`config.mk`:
```
export PLATFORM = sky130hd
export DESIGN_NAME = tap_tempo_estimator_unit
export DESIGN_NICKNAME = d
export VERILOG_FILES = /design/src/design/tte_pkg.sv /design/src/design/tap_tempo_estimator_unit.sv /design/src/design/tte_div.sv /design/src/design/tte_datapath.sv /design/src/design/tte_ctrl.sv
export VERILOG_INCLUDE_DIRS = /design/src /design/src/design
export SDC_FILE = /design/constraint.sdc
export NUM_CORES = 1
export LEC_CHECK = 0
export BUFFER_PORTS_ARGS = -buffer_cell sky130_fd_sc_hd__buf_4
export CAP_MARGIN = 20
export CORE_ASPECT_RATIO = 1.75
export CORE_MARGIN = 1
export CORE_UTILIZATION = 56
export DETAILED_ROUTE_END_ITERATION = 16
export GPL_TIMING_DRIVEN = 0
export HOLD_SLACK_MARGIN = 0.12
export PLACE_DENSITY = 0.76
export SETUP_SLACK_MARGIN = 0.15
export SYNTH_ARGS = -nofsm -noshare
export SYNTH_HDL_FRONTEND = slang
export SYNTH_SLANG_ARGS = --single-unit
```
`constraint.sdc`:
```
create_clock -name i_clk -period 6.25 [get_ports i_clk]
set_clock_uncertainty 0.15 [all_clocks]
set_input_delay 1.25 -clock i_clk [delete_from_list [all_inputs] [get_ports i_clk]]
set_output_delay 1.25 -clock i_clk [all_outputs]
set_load 0.02 [all_outputs]
```
`src/design/tap_tempo_estimator_unit_assert.svh`:
```
// ---------------------------------------------------------------------------
// Tap tempo estimator assertion macros
// Shared concurrent assertion forms, clocked on i_clk, disabled in reset.
// ---------------------------------------------------------------------------
`ifndef TAP_TEMPO_ESTIMATOR_UNIT_ASSERT_SVH
`define TAP_TEMPO_ESTIMATOR_UNIT_ASSERT_SVH

// same-cycle implication
`define TTE_ASSERT_IMP(label, ante, cons, msg) \
    label: assert property (@(posedge i_clk) disable iff (!i_rst_n) (ante) |-> (cons)) \
        else $error(msg);

// next-cycle implication
`define TTE_ASSERT_NXT(label, ante, cons, msg) \
    label: assert property (@(posedge i_clk) disable iff (!i_rst_n) (ante) |=> (cons)) \
        else $error(msg);

`endif

```
`src/design/tte_pkg.sv`:
```
// ---------------------------------------------------------------------------
// Tap tempo estimator package
// Sizes, reset values, controller states and control/status words.
// ---------------------------------------------------------------------------
package tte_pkg;

    // history depth and derived widths
    localparam int TAP_DEPTH   = 8;
    localparam int IDX_W       = (TAP_DEPTH > 1) ? $clog2(TAP_DEPTH) : 1;
    localparam int CNT_W       = $clog2(TAP_DEPTH + 1);
    localparam int SUM_W       = IDX_W + 1;

    // field widths
    localparam int TIME_W      = 32;
    localparam int TIMEOUT_W   = 16;
    localparam int TAP_COUNT_W = 4;

    // serial divider
    localparam int DIV_STEPS   = TIME_W;
    localparam int STEP_W      = $clog2(DIV_STEPS);

    localparam logic [TIMEOUT_W-1:0] TIMEOUT_RESET = 16'd1999;

    typedef enum logic [2:0] {
        S_IDLE,
        S_DECIDE,
        S_READ,
        S_LOAD,
        S_DIV,
        S_DONE
    } t_ctrl_state;

    // controller to datapath
    typedef struct packed {
        logic capture;
        logic decide;
        logic div_start;
        logic out_load;
    } t_dp_cmd;

    // datapath to controller
    typedef struct packed {
        logic div_done;
    } t_dp_status;

endpackage

```
`src/design/tap_tempo_estimator_unit.sv`:
```
// ---------------------------------------------------------------------------
// Tap tempo estimator unit
// Average interval of recent taps, with timeout restart of the history.
// ---------------------------------------------------------------------------
// channel   direction  handshake           payload
// tap       in         i_valid / o_stall   i_now_ms
// result    out        o_valid / i_stall   o_tempo_ms, o_tap_count, o_restarted
// timeout   in         i_timeout_we        i_timeout_ms
//
// After a tap is accepted, its result is loaded through history update,
// oldest-tap read from the ring memory, divider load, 32 serial divide steps,
// done detect and result load. The next tap is taken back in the idle state.
// A new tap is accepted while a finished result waits in the output register.
// Reset is synchronous active low: history empty, timeout 1999 ms.
// A stalled result holds the sequencer in its last step until taken.
// ---------------------------------------------------------------------------
module tap_tempo_estimator_unit (
    input  logic                              i_clk,
    input  logic                              i_rst_n,
    input  logic                              i_valid,
    output logic                              o_stall,
    input  logic [tte_pkg::TIME_W-1:0]        i_now_ms,
    output logic                              o_valid,
    input  logic                              i_stall,
    output logic [tte_pkg::TIME_W-1:0]        o_tempo_ms,
    output logic [tte_pkg::TAP_COUNT_W-1:0]   o_tap_count,
    output logic                              o_restarted,
    input  logic                              i_timeout_we,
    input  logic [tte_pkg::TIMEOUT_W-1:0]     i_timeout_ms
);
    import tte_pkg::*;

    t_dp_cmd    w_cmd;
    t_dp_status w_status;

    // sequencer
    tte_ctrl u_ctrl (
        .i_clk    (i_clk),
        .i_rst_n  (i_rst_n),
        .i_valid  (i_valid),
        .o_stall  (o_stall),
        .o_valid  (o_valid),
        .i_stall  (i_stall),
        .o_cmd    (w_cmd),
        .i_status (w_status)
    );

    // history and arithmetic
    tte_datapath u_datapath (
        .i_clk        (i_clk),
        .i_rst_n      (i_rst_n),
        .i_cmd        (w_cmd),
        .o_status     (w_status),
        .i_timeout_we (i_timeout_we),
        .i_timeout_ms (i_timeout_ms),
        .i_now_ms     (i_now_ms),
        .o_tempo_ms   (o_tempo_ms),
        .o_tap_count  (o_tap_count),
        .o_restarted  (o_restarted)
    );

endmodule

```
`src/design/tte_div.sv`:
```
// ---------------------------------------------------------------------------
// Tap tempo serial divider
// Restoring divider, one quotient bit per cycle, narrow divisor.
// ---------------------------------------------------------------------------
module tte_div (
    input  logic                        i_clk,
    input  logic                        i_rst_n,
    input  logic                        i_start,
    input  logic [tte_pkg::TIME_W-1:0]  i_dividend,
    input  logic [tte_pkg::CNT_W-1:0]   i_divisor,
    output logic [tte_pkg::TIME_W-1:0]  o_quotient,
    output logic                        o_done
);
    import tte_pkg::*;

    logic [TIME_W-1:0] r_quo;
    logic [CNT_W-1:0]  r_rem;
    logic [CNT_W-1:0]  r_div;
    logic [STEP_W-1:0] r_step;
    logic              r_busy;
    logic              r_done;

    logic [CNT_W:0]    w_trial;
    logic              w_fit;
    logic [CNT_W:0]    w_diff;

    // one restoring step
    assign w_trial = {r_rem, r_quo[TIME_W-1]};
    assign w_fit   = (w_trial >= {1'b0, r_div});
    assign w_diff  = w_trial - {1'b0, r_div};

    // control
    always_ff @(posedge i_clk) begin
        if (!i_rst_n) begin
            r_busy <= 1'b0;
            r_done <= 1'b0;
            r_step <= '0;
        end else begin
            r_done <= 1'b0;
            if (i_start) begin
                r_busy <= 1'b1;
                r_step <= '0;
            end else if (r_busy) begin
                r_step <= r_step + 1'b1;
                if (r_step == STEP_W'(DIV_STEPS - 1)) begin
                    r_busy <= 1'b0;
                    r_done <= 1'b1;
                end
            end
        end
    end

    // quotient and remainder
    always_ff @(posedge i_clk) begin
        if (i_start) begin
            r_quo <= i_dividend;
            r_rem <= '0;
            r_div <= i_divisor;
        end else if (r_busy) begin
            r_quo <= {r_quo[TIME_W-2:0], w_fit};
            r_rem <= w_fit ? w_diff[CNT_W-1:0] : w_trial[CNT_W-1:0];
        end
    end

    assign o_quotient = r_quo;
    assign o_done     = r_done;

endmodule

```
`src/design/tte_datapath.sv`:
```
// ---------------------------------------------------------------------------
// Tap tempo datapath
// Tap history ring, timeout check, span divide and result register.
// ---------------------------------------------------------------------------
module tte_datapath (
    input  logic                              i_clk,
    input  logic                              i_rst_n,
    input  tte_pkg::t_dp_cmd                  i_cmd,
    output tte_pkg::t_dp_status               o_status,
    input  logic                              i_timeout_we,
    input  logic [tte_pkg::TIMEOUT_W-1:0]     i_timeout_ms,
    input  logic [tte_pkg::TIME_W-1:0]        i_now_ms,
    output logic [tte_pkg::TIME_W-1:0]        o_tempo_ms,
    output logic [tte_pkg::TAP_COUNT_W-1:0]   o_tap_count,
    output logic                              o_restarted
);
    import tte_pkg::*;

    logic [TIME_W-1:0]    r_mem [TAP_DEPTH];
    logic [TIME_W-1:0]    r_rd_data;
    logic [IDX_W-1:0]     r_head;
    logic [CNT_W-1:0]     r_count;
    logic [TIMEOUT_W-1:0] r_timeout;
    logic [TIME_W-1:0]    r_now;
    logic [TIME_W-1:0]    r_newest;
    logic                 r_restart;
    logic [TIME_W-1:0]    r_out_tempo;
    logic [CNT_W-1:0]     r_out_count;
    logic                 r_out_restart;

    logic [TIME_W-1:0]    w_gap;
    logic                 w_restart;
    logic                 w_full;
    logic [SUM_W-1:0]     w_tail_sum;
    logic [IDX_W-1:0]     w_tail;
    logic [SUM_W-1:0]     w_head_sum;
    logic [IDX_W-1:0]     w_head_inc;
    logic [IDX_W-1:0]     w_wr_addr;
    logic [IDX_W-1:0]     n_head;
    logic [CNT_W-1:0]     n_count;
    logic [TIME_W-1:0]    w_quo;
    logic                 w_div_done;

    // timeout register
    always_ff @(posedge i_clk) begin
        if (!i_rst_n) begin
            r_timeout <= TIMEOUT_RESET;
        end else if (i_timeout_we) begin
            r_timeout <= i_timeout_ms;
        end
    end

    // restart decision, modular gap
    assign w_gap     = r_now - r_newest;
    assign w_restart = (r_count == '0) || (w_gap > {{(TIME_W-TIMEOUT_W){1'b0}}, r_timeout});
    assign w_full    = (r_count == CNT_W'(TAP_DEPTH));

    // ring positions
    assign w_tail_sum = SUM_W'(r_head) + SUM_W'(r_count);
    assign w_tail     = (w_tail_sum >= SUM_W'(TAP_DEPTH)) ?
                        IDX_W'(w_tail_sum - SUM_W'(TAP_DEPTH)) : w_tail_sum[IDX_W-1:0];
    assign w_head_sum = SUM_W'(r_head) + SUM_W'(1);
    assign w_head_inc = (w_head_sum >= SUM_W'(TAP_DEPTH)) ? '0 : w_head_sum[IDX_W-1:0];

    always_comb begin
        if (w_restart) begin
            w_wr_addr = '0;
            n_head    = '0;
            n_count   = CNT_W'(1);
        end else if (w_full) begin
            w_wr_addr = r_head;
            n_head    = w_head_inc;
            n_count   = r_count;
        end else begin
            w_wr_addr = w_tail;
            n_head    = r_head;
            n_count   = r_count + 1'b1;
        end
    end

    // history control
    always_ff @(posedge i_clk) begin
        if (!i_rst_n) begin
            r_head  <= '0;
            r_count <= '0;
        end else if (i_cmd.decide) begin
            r_head  <= n_head;
            r_count <= n_count;
        end
    end

    // captured word and newest tap
    always_ff @(posedge i_clk) begin
        if (i_cmd.capture) begin
            r_now <= i_now_ms;
        end
        if (i_cmd.decide) begin
            r_newest  <= r_now;
            r_restart <= w_restart;
        end
    end

    // tap memory, oldest entry read at the head
    always_ff @(posedge i_clk) begin
        if (i_cmd.decide) begin
            r_mem[w_wr_addr] <= r_now;
        end
        r_rd_data <= r_mem[r_head];
    end

    // span over count minus one
    tte_div u_div (
        .i_clk      (i_clk),
        .i_rst_n    (i_rst_n),
        .i_start    (i_cmd.div_start),
        .i_dividend (r_newest - r_rd_data),
        .i_divisor  (r_count - 1'b1),
        .o_quotient (w_quo),
        .o_done     (w_div_done)
    );

    assign o_status.div_done = w_div_done;

    // result register
    always_ff @(posedge i_clk) begin
        if (i_cmd.out_load) begin
            r_out_tempo   <= (r_count >= CNT_W'(2)) ? w_quo : '0;
            r_out_count   <= r_count;
            r_out_restart <= r_restart;
        end
    end

    assign o_tempo_ms  = r_out_tempo;
    assign o_tap_count = TAP_COUNT_W'(r_out_count);
    assign o_restarted = r_out_restart;

    `include "tap_tempo_estimator_unit_assert.svh"

    `TTE_ASSERT_IMP(a_count_range, 1'b1, r_count <= CNT_W'(TAP_DEPTH), "tap count above depth")
    `TTE_ASSERT_NXT(a_count_held, i_cmd.decide, r_count != '0, "empty history after tap")
    `TTE_ASSERT_NXT(a_restart_one, i_cmd.decide && w_restart, (r_count == CNT_W'(1)) && (r_head == '0), "restart did not reset history")

endmodule

```
`src/design/tte_ctrl.sv`:
```
// ---------------------------------------------------------------------------
// Tap tempo controller
// Sequences capture, history update, oldest read, divide and result load.
// ---------------------------------------------------------------------------
module tte_ctrl (
    input  logic                  i_clk,
    input  logic                  i_rst_n,
    input  logic                  i_valid,
    output logic                  o_stall,
    output logic                  o_valid,
    input  logic                  i_stall,
    output tte_pkg::t_dp_cmd      o_cmd,
    input  tte_pkg::t_dp_status   i_status
);
    import tte_pkg::*;

    t_ctrl_state r_state;
    t_ctrl_state n_state;
    logic        r_out_valid;
    logic        n_out_valid;
    logic        w_slot_free;

    assign w_slot_free = !r_out_valid || !i_stall;

    // state register
    always_ff @(posedge i_clk) begin
        if (!i_rst_n) begin
            r_state     <= S_IDLE;
            r_out_valid <= 1'b0;
        end else begin
            r_state     <= n_state;
            r_out_valid <= n_out_valid;
        end
    end

    // next state and commands
    always_comb begin
        n_state = r_state;
        o_cmd   = '0;
        case (r_state)
            S_IDLE: begin
                if (i_valid) begin
                    o_cmd.capture = 1'b1;
                    n_state       = S_DECIDE;
                end
            end
            S_DECIDE: begin
                o_cmd.decide = 1'b1;
                n_state      = S_READ;
            end
            S_READ: begin
                n_state = S_LOAD;
            end
            S_LOAD: begin
                o_cmd.div_start = 1'b1;
                n_state         = S_DIV;
            end
            S_DIV: begin
                if (i_status.div_done) begin
                    n_state = S_DONE;
                end
            end
            S_DONE: begin
                if (w_slot_free) begin
                    o_cmd.out_load = 1'b1;
                    n_state        = S_IDLE;
                end
            end
            default: begin
                n_state = S_IDLE;
            end
        endcase
    end

    // result valid
    always_comb begin
        if (o_cmd.out_load) begin
            n_out_valid = 1'b1;
        end else if (!i_stall) begin
            n_out_valid = 1'b0;
        end else begin
            n_out_valid = r_out_valid;
        end
    end

    assign o_stall = (r_state != S_IDLE);
    assign o_valid = r_out_valid;

    `include "tap_tempo_estimator_unit_assert.svh"

    `TTE_ASSERT_IMP(a_load_free, o_cmd.out_load, !r_out_valid || !i_stall, "result overwritten while held")
    `TTE_ASSERT_NXT(a_accept_seq, i_valid && !o_stall, r_state == S_DECIDE, "accepted word not decided")
    `TTE_ASSERT_NXT(a_div_done, (r_state == S_DIV) && i_status.div_done, r_state == S_DONE, "divide done missed")

endmodule

```
==> results.yml, run 1 <==
timing:
  tightest_slew_ps: 1070
  hold_viol_final: 0
  period_needed_ps: 5800
  holdWs_ps: 289
  tns_ps: 0
  max-slew-margin-rel_pct: 28.6
  maxSlewViolCount: 0
  rsz0062_at_grt: "no"
  max_freq_mhz: 172
  fin_crit_sh_pct: 92.8
  setup_violations: 0
final_layout:
  n_fill_cell: 2611
  final_layout_size_suffix_gt1_share_pct: 20.2
  diodes: 0
  fin_area_sq_um: 24300
  multi_input_area_sq_um: 7370
  register_area_sq_um: 13200
  syn_to_final_growth_pct: 15.6
  fin_nets: 1814
  fin_util_pct: 65.9
route:
  via_per_inst: 5.92
  routedWlPerCell_um: 21.8
  drc_errors: 0
  drtPass1Iterations: 5
  drtIter0Drc: 708
  vias: 12879
  wl_um: 47400
  ant_nets: 0
die:
  dieArea_sq_um: 38400
  fp-row-count: 93
  core_area_sq_um: 36900
  die_x_um: 149
  initial_core_util_pct: 57.0
  num_io_pins: 92
  die_h_um: 258
grt:
  grt_pass1_vias: 12977
  grt_pass1_wl_um: 71900
  antenna_found_initial: 0
  overflow: 0
  grt_max_degree: 34
  grt_usage_pct: 25.2
clock_network:
  clk_pin_slew_ps: 70
  numClockSinks: 464
  clk_latency_ps: 550
  cts_buffer_depth: 3
  cts_buffers: 41
  ctsRootBufferMaster: "clkbuf_16"
  cts_tree: "yes"
  ctsHtreeMaxLevel: 2
critical_path:
  cp.required_ps: 6350
  r2r_cells: 22
  worstSetupEndpointType: "flop"
  arrival_ps: 5900
  endpoint: "u_datapath.r_mem[1][9]$_DFFE_PP_"
  cpMaxStageDelayCell: "edfxtp_1"
  path_common_cell: "buf_6"
  critical_path.max_fanout: 11
  crit_type: "reg -> reg"
  regToRegSetupSlack_ps: 450
  crit_path_start_kind: "flop"
  r2r-start: "u_datapath.r_now[1]$_DFFE_PP_"
  reg2reg_to: "u_datapath.r_mem[1][9]$_DFFE_PP_"
  crit_path_start: "u_datapath.r_now[1]$_DFFE_PP_"
  slowest_delay_ps: 530
  path_cells: "ha_1 -> nor2b_1 -> o31a_1 -> o21ai_2 -> a21o_1 -> nand2_1 -> a21oi_1 -> xnor2_1 -> ha_1 -> nand4_1 -> a2111oi_1 -> a211oi_2 -> a21oi_2 -> nor4_2 -> nand4b_2 -> nor4_4 -> nand4_4 -> buf_6 -> nor3_4 -> buf_4 -> buf_6 -> buf_6"
synth:
  synthTopCellsByCount: "edfxtp_1 (394), inv_1 (103), nand2_1 (94)"
  yosys_warnings: 0
  ys_types: 84
  avgSynthCellArea_sq_um: 14.2
  synth_async_sr_flop_share_pct: 0
  synth.most_common_cell: "edfxtp_1"
  netlist.area_leader.share_pct: 56.2
  synthesis.area_sq_um: 21000
  yosysSeqAreaShare_pct: 62.9
  yosysTopAreaCell: "edfxtp_1"
  ys_seq_elements: 464
  yosys-top-cells-area: "edfxtp_1 (56%), mux4_2 (6.8%), dfxtp_1 (6.7%)"
  synth_edf_count: 394
  syn_nets: 1632
  synth_top_flop_cell: "edfxtp_1"
  synthCells: 1486
run_status:
  outcome: "finished, final reports clean"
placed_design:
  dpl_cell_area_sq_um: 22800
  hpwlAfterDp_um: 34800
  port_buffers: 90
  place.gp.congestion: 0.936
power_and_ir_drop:
  ir_drop_mv: 0.235
  p_total_mw: 7.11
  power-per-cell-area_nw_per_um2: 292
  power.leakage_nw: 8.87
worst_hold_path:
  min_path_cells: 0
  hold_class: "reg -> reg"
run:
  drv_cap: 0
## worst min path at each step
stage	startpoint	endpoint	slack, ps
finish	u_datapath.r_restart$_DFFE_PP_	u_datapath.o_restarted$_DFFE_PP_	290
global route	u_datapath.r_count[2]$_SDFFE_PN0P_	u_datapath.o_tap_count[2]$_DFFE_PP_	310
CTS	u_datapath.r_restart$_DFFE_PP_	u_datapath.o_restarted$_DFFE_PP_	290
detailed placement	u_datapath.r_count[2]$_SDFFE_PN0P_	u_datapath.o_tap_count[2]$_DFFE_PP_	270
global placement	u_datapath.r_restart$_DFFE_PP_	u_datapath.o_restarted$_DFFE_PP_	260
floorplan	u_datapath.r_restart$_DFFE_PP_	u_datapath.o_restarted$_DFFE_PP_	250
## layer usage
layer / vias up / GRT usage (%) / share of wire (%)
met4: 0 / 12.5 / 5.2
li1: 6000 / - / -
met3: 126 / 2.62 / 4.4
met5: - / 0 / 0
met1: 6334 / 29.5 / 38
met2: 419 / 45.4 / 52
## registers in the layout, summed over array words and instances, names as in the netlist, 4 cells and up
signal and cells:
u_datapath.u_div.r_step 5, u_datapath.o_tap_count 4, u_datapath.r_timeout 16, u_datapath.r_count 4
u_datapath.u_div.r_div 4, u_datapath.u_div.r_rem 4, u_datapath.r_rd_data 32, u_datapath.o_tempo_ms 32
u_datapath.r_newest 32, u_datapath.r_mem 256, u_datapath.r_now 32, u_datapath.u_div.o_quotient 32
## power by group
part	switching, mW	leakage, nW	internal (mW)
logic	0.583	4.12	0.402
registers	0.0968	4.10	3.50
clock network	1.11	0.653	1.41
## per-stage QoR
step	setup WS (ps)	std cells
after floorplan	-403	1486
after global placement	-4340	2051
after detailed placement	-599	2081
after CTS	211	2164
after global routing	113	2174
final	451	2174
## cell families (layout without fill, tap and decap cells)
group | count (synthesis) | after routing | share of synthesized area, %
flip-flops | 464 | 464 | 62.9
XOR/XNOR | 43 | 43 | 1.79
adder cells (fa/ha/maj) | 93 | 93 | 5.67
multiplexers | 113 | 113 | 9.40
AND/OR/NAND/NOR | 367 | 367 | 9.38
buffers and inverters | 149 | 362 | 2.68
AO/OA/AOI/OAI | 257 | 257 | 8.19
## critical path, delay by kind of cell (launching register included)
kind                       cells  cell delay, ps
AOI/OAI and AO/OA              7            1680
xor gates and xnor gates       1             180
adders and majority gates      2             620
buffers and inverters          4             750
DFF                            1             530
and+or+nand+nor                8            1560
## what timing repair did
action                                  in CTS  in global routing
pin swaps                                    6                  7
setup buffers                                9                  7
endpoints found under the setup margin     237                256
gates resized for setup                     10                  8
hold buffers                                 0                  0
gates cloned                                 0                  0
## layout make-up
class,instances,area share [%]
sequential,464,54.4
multi-input combinational,873,30.3
timing repair buffer,139,5.01
clock buffer,48,4.41
tap,475,2.44
inverter,103,1.59
clock inverter,26,1.09
buffer,46,0.736
## cells in the final DEF (no fill, tap or decap), types with 22 or more instances in the layout
cell	Yosys	final
mux4_2	64	64
o211ai_1	25	25
buf_4	0	107
dfxtp_1	70	70
clkbuf_1	34	39
buf_6	0	22
clkbuf_16	0	42
nor2_1	60	59
nand2_1	94	94
inv_1	103	103
mux2_2	34	34
nor2b_1	59	58
xor2_1	22	22
ha_1	89	89
a21oi_1	65	63
edfxtp_1	394	394
o21ai_0	54	52
Power figures use the tool's default switching activity.
==> run 2, diff against run 1 <==
--- a/config.mk
+++ b/config.mk
@@ -6,11 +6,13 @@
 export SDC_FILE = /design/constraint.sdc
 export NUM_CORES = 1
 export LEC_CHECK = 0
+export ABC_AREA = 1
 export BUFFER_PORTS_ARGS = -buffer_cell sky130_fd_sc_hd__buf_4
 export CAP_MARGIN = 20
 export CORE_ASPECT_RATIO = 1.75
 export CORE_MARGIN = 1
 export CORE_UTILIZATION = 56
+export CTS_CLUSTER_SIZE = 24
 export DETAILED_ROUTE_END_ITERATION = 16
 export GPL_TIMING_DRIVEN = 0
 export HOLD_SLACK_MARGIN = 0.12
==> results.yml, run 2 <==
run_status:
  outcome: "finished, final reports clean"
synth:
  synthTopCellsByCount: "edfxtp_1 (394), nor2_1 (362), nand2_1 (335)"
  ys_seq_elements: 464
  yosysSeqAreaShare_pct: 60.3
  avgSynthCellArea_sq_um: 9.92
  ys_types: 44
  synth.most_common_cell: "edfxtp_1"
  yosys_warnings: 0
  yosysTopAreaCell: "edfxtp_1"
  netlist.area_leader.share_pct: 53.9
  synth_top_flop_cell: "edfxtp_1"
  synthesis.area_sq_um: 21900
  syn_nets: 2357
  synth_async_sr_flop_share_pct: 0
  synth_edf_count: 394
  yosys-top-cells-area: "edfxtp_1 (54%), dfxtp_1 (6.4%), nor2_1 (6.2%)"
  synthCells: 2211
grt:
  antenna_found_initial: 0
  grtUsageMet2_pct: 56.7
  grt_pass1_vias: 16437
  grt_busiest_layer: "met2"
  grt_max_degree: 43
  grt_usage_pct: 30.1
  grt_pass1_wl_um: 89100
  met1_usage_pct: 30.8
  grt_use_met3_pct: 3.52
  overflow: 0
critical_path:
  crit_type: "reg -> reg"
  critical_path.max_fanout: 22
  crit_path_start: "u_datapath.r_now[0]$_DFFE_PP_"
  arrival_ps: 5630
  cp.required_ps: 6360
  worstSetupEndpointType: "flop"
  r2r-start: "u_datapath.r_now[0]$_DFFE_PP_"
  crit_path_start_kind: "flop"
worst_hold_path:
  hold_class: "reg -> reg"
  min_from: "u_datapath.r_restart$_DFFE_PP_"
clock_network:
  ctsRootBufferMaster: "clkbuf_16"
  clk_pin_slew_ps: 70
  cts_buffer_depth: 3
  numClockSinks: 464
  cts_buffers: 40
  ctsHtreeMaxLevel: 2
  cts_resized: 0
  cts_tree: "yes"
  postCtsSetupRepairBufs: 0
  hold_buffers: 0
  clk_latency_ps: 570
power_and_ir_drop:
  ir_drop_mv: 0.311
  power.leakage_nw: 10.1
  power-per-cell-area_nw_per_um2: 469
timing:
  maxSlewViolCount: 0
  max_freq_mhz: 181
  hold_viol_final: 0
  holdWs_ps: 285
  tightest_slew_ps: 1030
  fin_crit_sh_pct: 88.3
  setup_slack_ps: 728
  rsz0062_at_grt: "no"
  max-slew-margin-rel_pct: 30.9
  setup_violations: 0
  period_needed_ps: 5520
run:
  drv_cap: 0
route:
  drtPass1Iterations: 5
  via_per_inst: 5.63
  drtIter0Drc: 1052
  wl_um: 58800
  vias: 16162
  ant_nets: 0
  drc_errors: 0
  routedWlPerCell_um: 20.5
die:
  die_x_um: 152
  num_io_pins: 92
  dieArea_sq_um: 40000
  die_h_um: 264
  core_area_sq_um: 38500
  fp-row-count: 95
  initial_core_util_pct: 57.0
placed_design:
  dpl_cell_area_sq_um: 23500
  place_inst: 2797
  place.gp.congestion: 0.973
  pre_cts_ws_ps: 634
  port_buffers: 90
  hpwlAfterDp_um: 45500
final_layout:
  syn_to_final_growth_pct: 13.3
  fin_area_sq_um: 24900
  final_cells: 2870
  fin_nets: 2501
  largest_reg_flops: 256
  diodes: 0
  final_layout_size_suffix_gt1_share_pct: 10.2
  final_cell_mix: "edfxtp_1 (394), nor2_1 (353), nand2_1 (335), inv_1 (266), o21ai_0 (199)"
  layout_commonest_cell: "edfxtp_1"
  top_register: "u_datapath.r_mem"
## run 2: per-layer routing
metal	vias to the layer above	share of wire, %	routed length (um)
met1	7716	35	20300
li1	7766	-	-
met5	-	0	0
met2	510	54	32000
met4	0	6.7	3910
met3	170	4.3	2520
## run 2: final timing paths
kind / slack, ps / cells after the start / to
worst max-delay path: 730 / 25 / u_datapath.r_mem[5][13]$_DFFE_PP_
worst min-delay path: 290 / 0 / u_datapath.o_restarted$_DFFE_PP_
worst max register to register: 730 / 25 / u_datapath.r_mem[5][13]$_DFFE_PP_
worst min register to register: 290 / 0 / u_datapath.o_restarted$_DFFE_PP_
## run 2: cell families (layout without fill, tap and decap cells)
| group | Yosys count | in the layout | share of synthesized area [%] |
|---|---|---|---|
| AO/OA/AOI/OAI | 405 | 405 | 10.1 |
| XOR/XNOR | 40 | 40 | 1.60 |
| adder cells (fa/ha/maj) | 93 | 93 | 5.44 |
| buffers and inverters | 349 | 523 | 5.98 |
| flip-flops | 464 | 464 | 60.3 |
| AND/OR/NAND/NOR | 860 | 860 | 16.6 |
## run 2: stage by stage
stage          util (%)  total power [mW]  TNS, ps
2_1_floorplan         -              7.58        0
3_3_place_gp       60.3              9.01  -216780
3_5_place_dp       61.1              9.19        0
4_1_cts            64.5              11.6        0
5_1_grt            64.5              12.4        0
6_report           64.5              11.7        0
## run 2: power breakdown
| part | total (mW) | leakage (nW) | internal (mW) | switching, mW |
|---|---|---|---|---|
| Sequential | 4.38 | 4.17 | 4.03 | 0.351 |
| Combinational | 4.81 | 5.28 | 1.60 | 3.22 |
| Clock | 2.46 | 0.623 | 1.34 | 1.13 |
## run 2: cell type report
type | count | area (sq um)
clock buffers | 51 | 1090
repair buffers | 102 | 938
multi-input cells | 1398 | 7470
plain buffers | 66 | 250
flip-flops and latches | 464 | 13200
fillers | 3130 | 13700
inverters | 283 | 1060
well taps | 485 | 607
clock inverters | 21 | 194
## run 2: worst max-delay path, cell delays in order (launching register included)
cell and delay [ps]:
edfxtp_1 580, inv_1 80, ha_1 220, fa_1 410
inv_1 110, nand3_1 90, nand3_2 120, nand2_1 60
nand2_1 100, nand2_1 70, nand2_1 230, xor2_1 140
ha_1 290, nand2_1 80, nor3_1 250, nand3_1 130
a21oi_1 330, nand4_1 120, nor2_1 130, nand3_2 130
nor2_8 210, nand3_1 180, nand2_1 110, nand2_2 150
nor2_4 480, buf_16 250
==> run 3, diff against run 2 <==
--- a/config.mk
+++ b/config.mk
@@ -14,9 +14,8 @@
 export CORE_UTILIZATION = 56
 export CTS_CLUSTER_SIZE = 24
 export DETAILED_ROUTE_END_ITERATION = 16
-export GPL_TIMING_DRIVEN = 0
 export HOLD_SLACK_MARGIN = 0.12
-export PLACE_DENSITY = 0.76
+export PLACE_DENSITY_LB_ADDON = 0.15
 export SETUP_SLACK_MARGIN = 0.15
 export SYNTH_ARGS = -nofsm -noshare
 export SYNTH_HDL_FRONTEND = slang
==> results.yml, run 3 (synthesis results as in run 2) <==
die:
  initial_core_util_pct: 57.0
  dieArea_sq_um: 40000
  die_x_um: 152
  die_h_um: 264
  fp-row-count: 95
  core_area_sq_um: 38500
  num_io_pins: 92
grt:
  overflow: 0
  grt_pass1_wl_um: 84400
  grt_max_degree: 106
  grt_usage_pct: 28.2
  grt_pass1_vias: 16100
  antenna_found_initial: 0
route:
  vias: 15967
  drtIter0Drc: 860
  via_per_inst: 5.67
  routedWlPerCell_um: 19.6
  ant_nets: 0
  wl_um: 55300
  drtPass1Iterations: 5
  drc_errors: 0
worst_hold_path:
  min_from: "u_datapath.r_restart$_DFFE_PP_"
  hold_class: "reg -> reg"
  hold_end: "u_datapath.o_restarted$_DFFE_PP_"
  min_path_cells: 0
critical_path:
  r2r-start: "u_datapath.r_now[0]$_DFFE_PP_"
  r2r_cells: 25
  critical_path.max_fanout: 32
  path_common_cell: "nand2_1"
  cp.required_ps: 6280
  worstPathBufferInverterCount: 3
  regToRegSetupSlack_ps: 1340
  worstSetupEndpointType: "flop"
  crit_family: "simple AND/OR/NAND/NOR gates"
  arrival_ps: 4940
  cpMaxStageDelayCell: "edfxtp_1"
  reg2reg_to: "u_datapath.r_mem[1][22]$_DFFE_PP_"
  crit_path_start_kind: "flop"
  crit_type: "reg -> reg"
  slowest_delay_ps: 510
clock_network:
  clk_latency_ps: 550
  postCtsSetupRepairBufs: 0
  ctsRootBufferMaster: "clkbuf_16"
  cts_tree: "yes"
  hold_buffers: 0
  cts_buffers: 41
  cts_buffer_depth: 3
  numClockSinks: 464
  ctsHtreeMaxLevel: 2
  clk_pin_slew_ps: 70
  cts_resized: 0
timing:
  hold_viol_final: 0
  max_freq_mhz: 204
  maxSlewViolCount: 0
  period_needed_ps: 4910
  tightest_slew_ps: 1120
  max-slew-margin-rel_pct: 25.3
  rsz0062_at_grt: "no"
  fin_crit_sh_pct: 78.6
  holdWs_ps: 299
  setup_violations: 0
  tns_ps: 0
final_layout:
  syn_to_final_growth_pct: 11.9
  diodes: 0
  layout_commonest_cell: "edfxtp_1"
  largest_reg_flops: 256
  final_layout_size_suffix_gt1_share_pct: 11.4
  fin_nets: 2447
  final_cell_mix: "edfxtp_1 (394), nor2_1 (353), nand2_1 (335), inv_1 (264), o21ai_0 (199)"
  top_register: "u_datapath.r_mem"
  fin_util_pct: 63.8
run:
  drv_cap: 0
placed_design:
  place.gp.congestion: 1.02
  port_buffers: 91
  hpwlAfterDp_um: 39400
run_status:
  outcome: "finished, final reports clean"
power_and_ir_drop:
  power-per-cell-area_nw_per_um2: 476
  ir_drop_mv: 0.289
  power.leakage_nw: 10.0
==> run 3: cell count changes in the layout (fill, tap and decap cells not counted), moves of 8 or more <==
cell / previous run / this run
nor2_2: 11 / 19
buf_4: 90 / 112
buf_12: 9 / 1
clkbuf_1: 66 / 8
nor2_4: 13 / 5
==> run 3: power breakdown <==
part / internal, mW / switching (mW)
registers: 4.03 / 0.328
clock network: 1.41 / 1.11
logic: 1.56 / 3.25
total: 7.00 / 4.68
==> run 3: area by class of cell <==
type | count | area [sq um]
fillers | 3106 | 14000
inverters | 283 | 1060
clock buffers | 51 | 1080
flip-flops and latches | 464 | 13200
multi-input cells | 1398 | 7450
repair buffers | 113 | 861
clock inverters | 24 | 258
well taps | 485 | 607
==> run 3: how the worst max path moves through the flow <==
stage	slack (ps)	cells past startpoint	from	endpoint
after floorplan	1100	24	u_datapath.r_now[0]$_DFFE_PP_	u_datapath.r_mem[3][0]$_DFFE_PP_
after global placement	1530	26	u_datapath.r_now[0]$_DFFE_PP_	u_datapath.r_mem[3][30]$_DFFE_PP_
after detailed placement	1380	25	u_datapath.r_now[0]$_DFFE_PP_	u_datapath.r_mem[1][27]$_DFFE_PP_
after CTS	1360	25	u_datapath.r_now[0]$_DFFE_PP_	u_datapath.r_mem[1][20]$_DFFE_PP_
after global routing	930	25	u_datapath.r_now[0]$_DFFE_PP_	u_datapath.r_mem[3][17]$_DFFE_PP_
final	1340	25	u_datapath.r_now[0]$_DFFE_PP_	u_datapath.r_mem[1][22]$_DFFE_PP_
==> run 3: worst reg2reg max path, cell delays in order, from the launching register on <==
cell      delay [ps]
edfxtp_1         510
inv_1             80
ha_1             210
fa_1             400
inv_1            100
nand3_1          110
nand3_2          130
nand2_1           60
nand2_1          100
nand2_1           70
nand2_1          120
xor2_1            80
ha_1             280
nand2_1           70
nor3_1           260
nand3_1          100
a21oi_1          200
nand4_1          100
nor2_1           130
nand3_2          130
nor2_8           200
nand3_1          140
nand2_1          100
nand2_2           90
nor2_2           110
buf_4            490
==> run 3: stage by stage <==
stage	cells	area, sq um	worst slack [ps]	power (mW)
3_3_place_gp	2742	23200	1530	9.10
3_5_place_dp	2742	23200	1380	9.17
2_1_floorplan	2211	21900	1100	7.58
4_1_cts	2817	24500	1360	11.7
6_report	2818	24600	1340	11.7
5_1_grt	2818	24600	925	12.4
==> run 3: metal layers <==
| layer | GRT usage (%) | share of wire (%) |
|---|---|---|
| met1 | 31.2 | 37 |
| met2 | 51.3 | 53 |
| met3 | 2.88 | 4.2 |
| met4 | 16.5 | 5.9 |
| met5 | 0 | 0 |
